--- src/hw/rtl/tdq_pkg.sv ---
// tdq_pkg: shared types and constants of the timed display queue
// no dependencies; used by timed_display_queue
`timescale 1ns / 1ps

package tdq_pkg;

    // fixed widths of the transaction fields
    localparam int unsigned DATA_W  = 32;
    localparam int unsigned TIME_W  = 32;
    localparam int unsigned COUNT_W = 4;

    // command codes
    localparam logic CMD_ADD  = 1'b0;
    localparam logic CMD_TICK = 1'b1;

    // configuration register indexes
    localparam logic REG_DISPLAY_TIME     = 1'b0;
    localparam logic REG_DISPLAY_TIME_NAV = 1'b1;

    // configuration reset values
    localparam logic [TIME_W-1:0] DISPLAY_TIME_RST     = 32'd5000;
    localparam logic [TIME_W-1:0] DISPLAY_TIME_NAV_RST = 32'd3000;

    // sequencer states
    typedef enum logic [2:0] {
        ST_IDLE,
        ST_EVAL,
        ST_SHIFT_RD,
        ST_SHIFT_MV,
        ST_FILL,
        ST_POST,
        ST_READ
    } t_state;

endpackage

--- src/hw/rtl/timed_display_queue.sv ---
// timed_display_queue: top level, sequencer, timer compare and result registers
// depends on tdq_pkg and tdq_ram
`timescale 1ns / 1ps
//
// Usage
//   A transaction is taken at a rising edge with start high and busy low. cmd selects
//   add (append payload, show it, restart the timer at now) or tick (compare now minus
//   the start time with display_time or display_time_nav and retire the shown entry
//   on expiry). Every transaction gives exactly one result, shown for one cycle with
//   o_strobe high; the receiver cannot stall, so results are never held back.
//   The sequencer runs EVAL first. An add goes on to FILL; on a full queue it first
//   drops the oldest entry with a shift (SHIFT_RD, then SHIFT_MV for DEPTH-1 moves).
//   A tick ends in EVAL on an empty queue and reads the shown entry in READ when not
//   expired; on expiry at index k it shifts the entries above k down (SHIFT_RD, then
//   SHIFT_MV for count-1-k moves, when there are any), then runs POST, and READ
//   unless the queue is left empty.
//   busy stays high until the strobe cycle, in which the next transaction may be taken;
//   no new transaction is taken before the last one gives its result. Entries move
//   one a cycle through the single write port and single read port of the RAM.
//   Configuration writes (i_cfg_we, i_cfg_idx, i_cfg_data) are taken at once and
//   belong to idle periods. Reset (synchronous, active low) empties the queue, clears
//   the start time and loads the timeouts with 5000 and 3000.
//
module timed_display_queue #(
    parameter int unsigned DEPTH         = 8,
    parameter int unsigned PAYLOAD_WIDTH = 32
) (
    input  logic                        i_clk,
    input  logic                        i_rst_n,
    // configuration
    input  logic                        i_cfg_we,
    input  logic                        i_cfg_idx,
    input  logic [tdq_pkg::TIME_W-1:0]  i_cfg_data,
    // command
    input  logic                        start,
    output logic                        busy,
    input  logic                        i_cmd,
    input  logic [tdq_pkg::DATA_W-1:0]  i_payload,
    input  logic [tdq_pkg::TIME_W-1:0]  i_now,
    input  logic                        i_nav_active,
    // result
    output logic                        o_strobe,
    output logic [tdq_pkg::COUNT_W-1:0] o_queue_count,
    output logic [tdq_pkg::DATA_W-1:0]  o_shown_payload,
    output logic                        o_showing,
    output logic                        o_expired,
    output logic                        o_dropped
);

    import tdq_pkg::*;

    localparam int unsigned IW = $clog2(DEPTH);
    localparam int unsigned CW = $clog2(DEPTH + 1);
    localparam int unsigned SW = (PAYLOAD_WIDTH < DATA_W) ? PAYLOAD_WIDTH : DATA_W;

    t_state r_state, n_state;

    logic [TIME_W-1:0] r_display_time, r_display_time_nav;
    logic [CW-1:0]     r_count;
    logic [IW-1:0]     r_cur;
    logic [TIME_W-1:0] r_start_time;

    // latched transaction
    logic              r_cmd;
    logic [SW-1:0]     r_payload;
    logic [TIME_W-1:0] r_now;
    logic [TIME_W-1:0] r_timeout;
    logic              r_exp;
    logic              r_drop;
    logic [IW-1:0]     r_ptr;
    logic [IW-1:0]     r_wptr;

    // entry RAM controls
    logic          ram_we;
    logic [IW-1:0] ram_waddr;
    logic [SW-1:0] ram_wdata;
    logic [IW-1:0] ram_raddr;
    logic [SW-1:0] ram_rdata;

    logic              accept;
    logic [TIME_W-1:0] elapsed;
    logic              elapsed_hit;
    logic              full;
    logic [CW-1:0]     cur_next;
    logic [CW-1:0]     ptr_next2;
    logic              shift_last;
    logic [CW-1:0]     count_dec;
    logic              timeout_nz;
    logic [CW+COUNT_W-1:0] count_ext;
    logic [SW+DATA_W-1:0]  rdata_ext;
    logic [SW+DATA_W-1:0]  payload_ext;

    assign accept      = start && !busy;
    assign busy        = (r_state != ST_IDLE);
    assign elapsed     = r_now - r_start_time;
    assign elapsed_hit = (elapsed >= r_timeout);
    assign full        = (r_count == CW'(DEPTH));
    assign cur_next    = CW'(r_cur) + CW'(1);
    assign ptr_next2   = CW'(r_ptr) + CW'(2);
    assign shift_last  = (ptr_next2 >= r_count);
    assign count_dec   = r_count - CW'(1);
    assign timeout_nz  = (r_timeout != '0);
    assign rdata_ext   = {{DATA_W{1'b0}}, ram_rdata};
    assign payload_ext = {{DATA_W{1'b0}}, r_payload};

    // configuration registers
    always_ff @(posedge i_clk) begin
        if (!i_rst_n) begin
            r_display_time     <= DISPLAY_TIME_RST;
            r_display_time_nav <= DISPLAY_TIME_NAV_RST;
        end else if (i_cfg_we) begin
            case (i_cfg_idx)
                REG_DISPLAY_TIME:     r_display_time     <= i_cfg_data;
                REG_DISPLAY_TIME_NAV: r_display_time_nav <= i_cfg_data;
                default:              ;
            endcase
        end
    end

    // next state
    always_comb begin
        n_state = r_state;
        unique case (r_state)
            ST_IDLE: begin
                if (accept) n_state = ST_EVAL;
            end
            ST_EVAL: begin
                if (r_cmd == CMD_ADD) begin
                    n_state = full ? ST_SHIFT_RD : ST_FILL;
                end else if (r_count == '0) begin
                    n_state = ST_IDLE;
                end else if (elapsed_hit) begin
                    n_state = (cur_next < r_count) ? ST_SHIFT_RD : ST_POST;
                end else begin
                    n_state = ST_READ;
                end
            end
            ST_SHIFT_RD: n_state = ST_SHIFT_MV;
            ST_SHIFT_MV: begin
                if (shift_last) n_state = (r_cmd == CMD_ADD) ? ST_FILL : ST_POST;
            end
            ST_FILL:     n_state = ST_IDLE;
            ST_POST:     n_state = (count_dec != '0) ? ST_READ : ST_IDLE;
            ST_READ:     n_state = ST_IDLE;
            default:     n_state = ST_IDLE;
        endcase
    end

    // entry RAM port control
    always_comb begin
        ram_we    = 1'b0;
        ram_waddr = r_ptr;
        ram_wdata = ram_rdata;
        ram_raddr = r_cur;
        unique case (r_state)
            ST_EVAL:     ram_raddr = r_cur;
            ST_SHIFT_RD: ram_raddr = IW'(CW'(r_ptr) + CW'(1));
            ST_SHIFT_MV: begin
                ram_we    = 1'b1;
                ram_raddr = shift_last ? '0 : ptr_next2[IW-1:0];
            end
            ST_FILL: begin
                ram_we    = 1'b1;
                ram_waddr = r_wptr;
                ram_wdata = r_payload;
            end
            ST_POST:     ram_raddr = '0;
            ST_IDLE, ST_READ: ram_raddr = r_cur;
            default:     ram_raddr = r_cur;
        endcase
    end

    tdq_ram #(
        .WIDTH (SW),
        .DEPTH (DEPTH)
    ) u_ram (
        .i_clk   (i_clk),
        .i_we    (ram_we),
        .i_waddr (ram_waddr),
        .i_wdata (ram_wdata),
        .i_raddr (ram_raddr),
        .o_rdata (ram_rdata)
    );

    // state and queue control registers
    always_ff @(posedge i_clk) begin
        if (!i_rst_n) begin
            r_state      <= ST_IDLE;
            r_count      <= '0;
            r_cur        <= '0;
            r_start_time <= '0;
            o_strobe     <= 1'b0;
        end else begin
            r_state  <= n_state;
            o_strobe <= 1'b0;
            unique case (r_state)
                ST_EVAL: begin
                    if (r_cmd == CMD_TICK && r_count == '0) o_strobe <= 1'b1;
                end
                ST_FILL: begin
                    if (!r_drop) r_count <= r_count + CW'(1);
                    r_cur        <= r_wptr;
                    r_start_time <= r_now;
                    o_strobe     <= 1'b1;
                end
                ST_POST: begin
                    r_count <= count_dec;
                    r_cur   <= '0;
                    if (count_dec != '0) begin
                        r_start_time <= r_now;
                    end else begin
                        o_strobe <= 1'b1;
                    end
                end
                ST_READ: o_strobe <= 1'b1;
                ST_IDLE, ST_SHIFT_RD, ST_SHIFT_MV: ;
                default: ;
            endcase
        end
    end

    // transaction capture, move pointer and result payload
    always_ff @(posedge i_clk) begin
        if (accept) begin
            r_cmd     <= i_cmd;
            r_payload <= i_payload[SW-1:0];
            r_now     <= i_now;
            r_timeout <= i_nav_active ? r_display_time_nav : r_display_time;
        end
        unique case (r_state)
            ST_EVAL: begin
                r_exp  <= (r_cmd == CMD_TICK) && elapsed_hit;
                r_drop <= (r_cmd == CMD_ADD) && full;
                r_ptr  <= (r_cmd == CMD_ADD) ? '0 : r_cur;
                r_wptr <= full ? IW'(DEPTH - 1) : r_count[IW-1:0];
                if (r_cmd == CMD_TICK && r_count == '0) begin
                    o_queue_count   <= '0;
                    o_shown_payload <= '0;
                    o_showing       <= 1'b0;
                    o_expired       <= 1'b0;
                    o_dropped       <= 1'b0;
                end
            end
            ST_SHIFT_MV: r_ptr <= r_ptr + IW'(1);
            ST_FILL: begin
                o_queue_count   <= r_drop ? count_ext[COUNT_W-1:0]
                                          : COUNT_W'(r_count + CW'(1));
                o_shown_payload <= payload_ext[DATA_W-1:0];
                o_showing       <= timeout_nz;
                o_expired       <= 1'b0;
                o_dropped       <= r_drop;
            end
            ST_POST: begin
                if (count_dec == '0) begin
                    o_queue_count   <= '0;
                    o_shown_payload <= '0;
                    o_showing       <= 1'b0;
                    o_expired       <= 1'b1;
                    o_dropped       <= 1'b0;
                end
            end
            ST_READ: begin
                o_queue_count   <= count_ext[COUNT_W-1:0];
                o_shown_payload <= rdata_ext[DATA_W-1:0];
                o_showing       <= r_exp ? timeout_nz : 1'b1;
                o_expired       <= r_exp;
                o_dropped       <= 1'b0;
            end
            ST_IDLE, ST_SHIFT_RD: ;
            default: ;
        endcase
    end

    assign count_ext = {{COUNT_W{1'b0}}, r_count};

    // checks on sequencer and queue bookkeeping
    a_strobe_idle: assert property (@(posedge i_clk) disable iff (!i_rst_n)
        o_strobe |-> !busy)
        else $error("result strobe while a transaction is still running");

    a_accept_busy: assert property (@(posedge i_clk) disable iff (!i_rst_n)
        accept |=> busy)
        else $error("accepted transaction did not raise busy");

    a_count_range: assert property (@(posedge i_clk) disable iff (!i_rst_n)
        r_count <= CW'(DEPTH))
        else $error("queue count above depth");

    a_cur_in_queue: assert property (@(posedge i_clk) disable iff (!i_rst_n)
        (r_state == ST_IDLE && r_count != '0) |-> (CW'(r_cur) < r_count))
        else $error("shown index outside the queue");

    a_flags_exclusive: assert property (@(posedge i_clk) disable iff (!i_rst_n)
        o_strobe |-> !(o_expired && o_dropped))
        else $error("expired and dropped in one result");

endmodule

--- src/hw/rtl/tdq_ram.sv ---
// tdq_ram: generic single-write, single-read RAM with registered read data
// no dependencies
`timescale 1ns / 1ps

module tdq_ram #(
    parameter int unsigned WIDTH = 32,
    parameter int unsigned DEPTH = 8
) (
    input  logic                     i_clk,
    input  logic                     i_we,
    input  logic [$clog2(DEPTH)-1:0] i_waddr,
    input  logic [WIDTH-1:0]         i_wdata,
    input  logic [$clog2(DEPTH)-1:0] i_raddr,
    output logic [WIDTH-1:0]         o_rdata
);

    logic [WIDTH-1:0] r_mem [DEPTH];
    logic [WIDTH-1:0] r_rdata;

    // write port and registered read port
    always_ff @(posedge i_clk) begin
        if (i_we) begin
            r_mem[i_waddr] <= i_wdata;
        end
        r_rdata <= r_mem[i_raddr];
    end

    assign o_rdata = r_rdata;

endmodule
--- config.mk ---
export PLATFORM = sky130hd
export DESIGN_NAME = timed_display_queue
export DESIGN_NICKNAME = d
export VERILOG_FILES = /design/src/hw/rtl/tdq_pkg.sv /design/src/hw/rtl/timed_display_queue.sv /design/src/hw/rtl/tdq_ram.sv
export SDC_FILE = /design/constraint.sdc
export NUM_CORES = 1
export LEC_CHECK = 0
export ABC_AREA = 1
export BUFFER_PORTS_ARGS = -buffer_cell sky130_fd_sc_hd__buf_4
export CAP_MARGIN = 20
export CORE_UTILIZATION = 66
export CTS_CLUSTER_DIAMETER = 200
export DETAILED_ROUTE_END_ITERATION = 10
export PLACE_DENSITY = 0.86
export SYNTH_ARGS = -nofsm -noshare
export SYNTH_HDL_FRONTEND = slang
export SYNTH_SLANG_ARGS = --single-unit
export TNS_END_PERCENT = 1
--- constraint.sdc ---
create_clock -name i_clk -period 16.8 [get_ports i_clk]
set_input_delay 3.36 -clock i_clk [delete_from_list [all_inputs] [get_ports i_clk]]
set_output_delay 3.36 -clock i_clk [all_outputs]
set_load 0.05 [all_outputs]
==> qor.yml <==
core_area_sq_um: 35500
drt_first_pass_iters: 8
grt_pass1_wl_um: 83800
multi_input_area_sq_um: 7410
dieArea_sq_um: 36800
synth.area.mux_share_pct: 0
seq_power_share_pct: 48.9
reg2reg_from: "r_now[0]"
grt_max_degree: 161
nets: 2661
clk_path_buf_depth: 3
pin_count: 144
fmax_mhz: 204
synthTopCellsByArea: "edfxtp_1 (51%), dfxtp_1 (12%), nand2_1 (7.3%)"
synth_top_area_share_pct: 50.5
rows: 69
synth_seq_area_share_pct: 62.2
ys_seq_elements: 539
synth_top_family_by_area: "simple AND/OR/NAND/NOR gates"
grt_overflow: 0
grt_setup_unrepaired: "no"
antenna_found_initial: 0
whs_path_depth: 2
power_frac_clock_pct: 35.0
grtUsageMet2_pct: 52.3
synthFlopType: "edfxtp_1"
layout_min_cycle_time_ns: 4.90
p_sw_uw: 881
drtIter0Drc: 1443
rr_worst_depth: 23
wl_per_cell_um: 18.1
irDropWorstVdd_mv: 0.153
synth_area_leader_cell: "edfxtp_1"
postCtsHoldBufs: 0
final_common_cell: "nand2_1"
dieWidth_um: 192
cap_violations: 0
path_max_fanout: 6
fin_area_sq_um: 26900
yosysWarnings: 0
drv_slew: 0
nFillCells: 2284
met1_usage_pct: 34.4
worstReg2RegEnd: "r_state[2]"
fp.dieH_um: 192
syn_nets: 2546
drc_errors: 0
synth_edf_count: 400
synth_compound_area_share_pct: 10.9
busiest_layer: "met2"
yosys.area_share.xor_xnor_pct: 1.22
grt_usage_pct: 29.5
viasPerCell: 5.83
clkTransAtPathRegs_ns: 0.06
most-common-layout-cells: "nand2_1 (462), edfxtp_1 (400), inv_1 (299), o21ai_0 (243), buf_4 (163)"
dp_hpwl_um: 32500
synthCells: 2366
path_class: "reg -> out"
clk_latency_ns: 0.61
min_to: "r_display_time[21]"
r2r_setup_slack_ns: 12.50
finalSetupViolCount: 0
power.internal_mw: 2.36
yosys.area_share.simple_pct: 14.7
cts_root_buffer: "clkbuf_16"
antenna_cells: 0
synthAdderAreaFrac_pct: 4.08
yosysUniqueCellTypes: 45
avgSynthCellArea_sq_um: 10.1
dr_total_vias: 17400
cts_buffers: 51
arrival_ns: 1.54
syn2layout_area_growth_pct: 13.0
final-hold-violation-count: 0
switching_share_pct: 27.2
p_leak_nw: 10.8
post-cts-setup-buffers: 0
syn_area_sq_um: 23800
power_density_nw_per_um2: 121
fin_worst_skew_ns: 0.0217
synthArstFlopShare_pct: 0
comb_power_share_pct: 16.1
met3_usage_pct: 3.96
slew_headroom_pct: 23.9
hp-class: "reg -> reg"
port-buffer-count: 143
final-seq-area_sq_um: 14800
hold_path_startpoint: "r_display_time[21]"
cts_tree: "yes"
drtAntennaViolNets: 0
htree_levels: 2
cts.sinks: 539
drive_gt1_share_pct: 11.0
cp.required_ns: 13.44
period_share_pct: 29.2
start_util_pct: 67.0
ctsResizeCount: 0
dpl_cell_area_sq_um: 25200
worstSetupEndpointType: "primary output"
tns_ns: 0
gp_congestion: 0.912
first_global_vias: 17200
worstMarginPinSlew_ns: 1.14
status: "finished clean"
startpoint_type: "flip-flop"
totalWireLength_um: 54100
## area by class of cell
| class | instances | share of cell area [%] |
|---|---|---|
| flip-flops and latches | 539 | 55.0 |
| well taps | 461 | 2.15 |
| repair buffers | 165 | 4.73 |
| clock buffers | 73 | 5.35 |
| clock inverters | 22 | 0.824 |
| inverters | 311 | 4.35 |
| multi-input cells | 1413 | 27.6 |
## worst max-delay path by stage
stage	slack, ns	from	end	cells after the start
global placement	11.07	i_cfg_idx	r_display_time[20]	5
detailed placement	11.28	start	r_now[27]	4
CTS	11.87	r_state[1]	busy	3
finish	11.90	r_state[1]	busy	3
floorplan	8.84	start	r_cmd	2
global route	11.81	r_state[1]	busy	3
## sequential cells by signal, summed over array words and instances, names as in the netlist, 3 cells and up
register / flops
u_ram.r_mem: 256
o_shown_payload: 32
r_display_time: 32
r_display_time_nav: 32
r_now: 32
r_payload: 32
r_start_time: 32
r_timeout: 32
u_ram.o_rdata: 32
o_queue_count: 4
r_count: 4
r_cur: 3
r_ptr: 3
r_state: 3
r_wptr: 3
## per-stage QoR
stage	setup slack, ns	cells	util [%]	hold WS (ns)	power, mW
after floorplan	8.84	2366	-	0.424	1.97
after global placement	11.07	2887	71.0	0.434	2.10
after detailed placement	11.28	2888	71.0	0.441	2.12
after CTS	11.87	2983	75.7	0.450	3.25
after global routing	11.81	2984	75.8	0.473	3.37
final	11.90	2984	75.8	0.447	3.24
## critical path, cell delays in order (launching register included)
cell and delay [ns]:
dfxtp_1 0.48, nor2_1 0.07, nand2_1 0.16, buf_4 0.23
## power groups by stage
stage	Sequential, mW	Clock (mW)	Combinational, mW
finish	1.59	1.14	0.522
detailed placement	1.61	0	0.512
global placement	1.61	0	0.487
CTS	1.58	1.15	0.518
global route	1.59	1.20	0.579
floorplan	1.65	0	0.314
## Yosys cell counts (all sizes together), types with 2 or more instances
cell,n
nand2,465
edfxtp,400
o21ai,314
inv,310
nor2,155
a21oi,143
dfxtp,139
nand3,93
ha,76
clkbuf,70
nand3b,64
buf,33
xor2,21
xnor2,12
nand4,10
nor3,9
o211ai,9
nor4,8
a21o,6
a31oi,6
o21bai,6
a21boi,4
o221ai,3
a221oi,2
or2,2
## routing by layer
| metal | vias up | part of all wire [%] |
|---|---|---|
| li1 | 8212 | - |
| met1 | 8229 | 38 |
| met2 | 751 | 51 |
| met3 | 190 | 6.4 |
| met4 | 0 | 4.9 |
| met5 | - | 0 |
## kinds of logic after synthesis
| kind of cell | after synthesis |
|---|---|
| AO/OA/AOI/OAI | 496 |
| adder cells (fa/ha/maj) | 77 |
| flip-flops | 539 |
| XOR/XNOR | 33 |
| AND/OR/NAND/NOR | 807 |
| buffers and inverters | 414 |
Note: power is estimated with default switching activity, not from simulation.
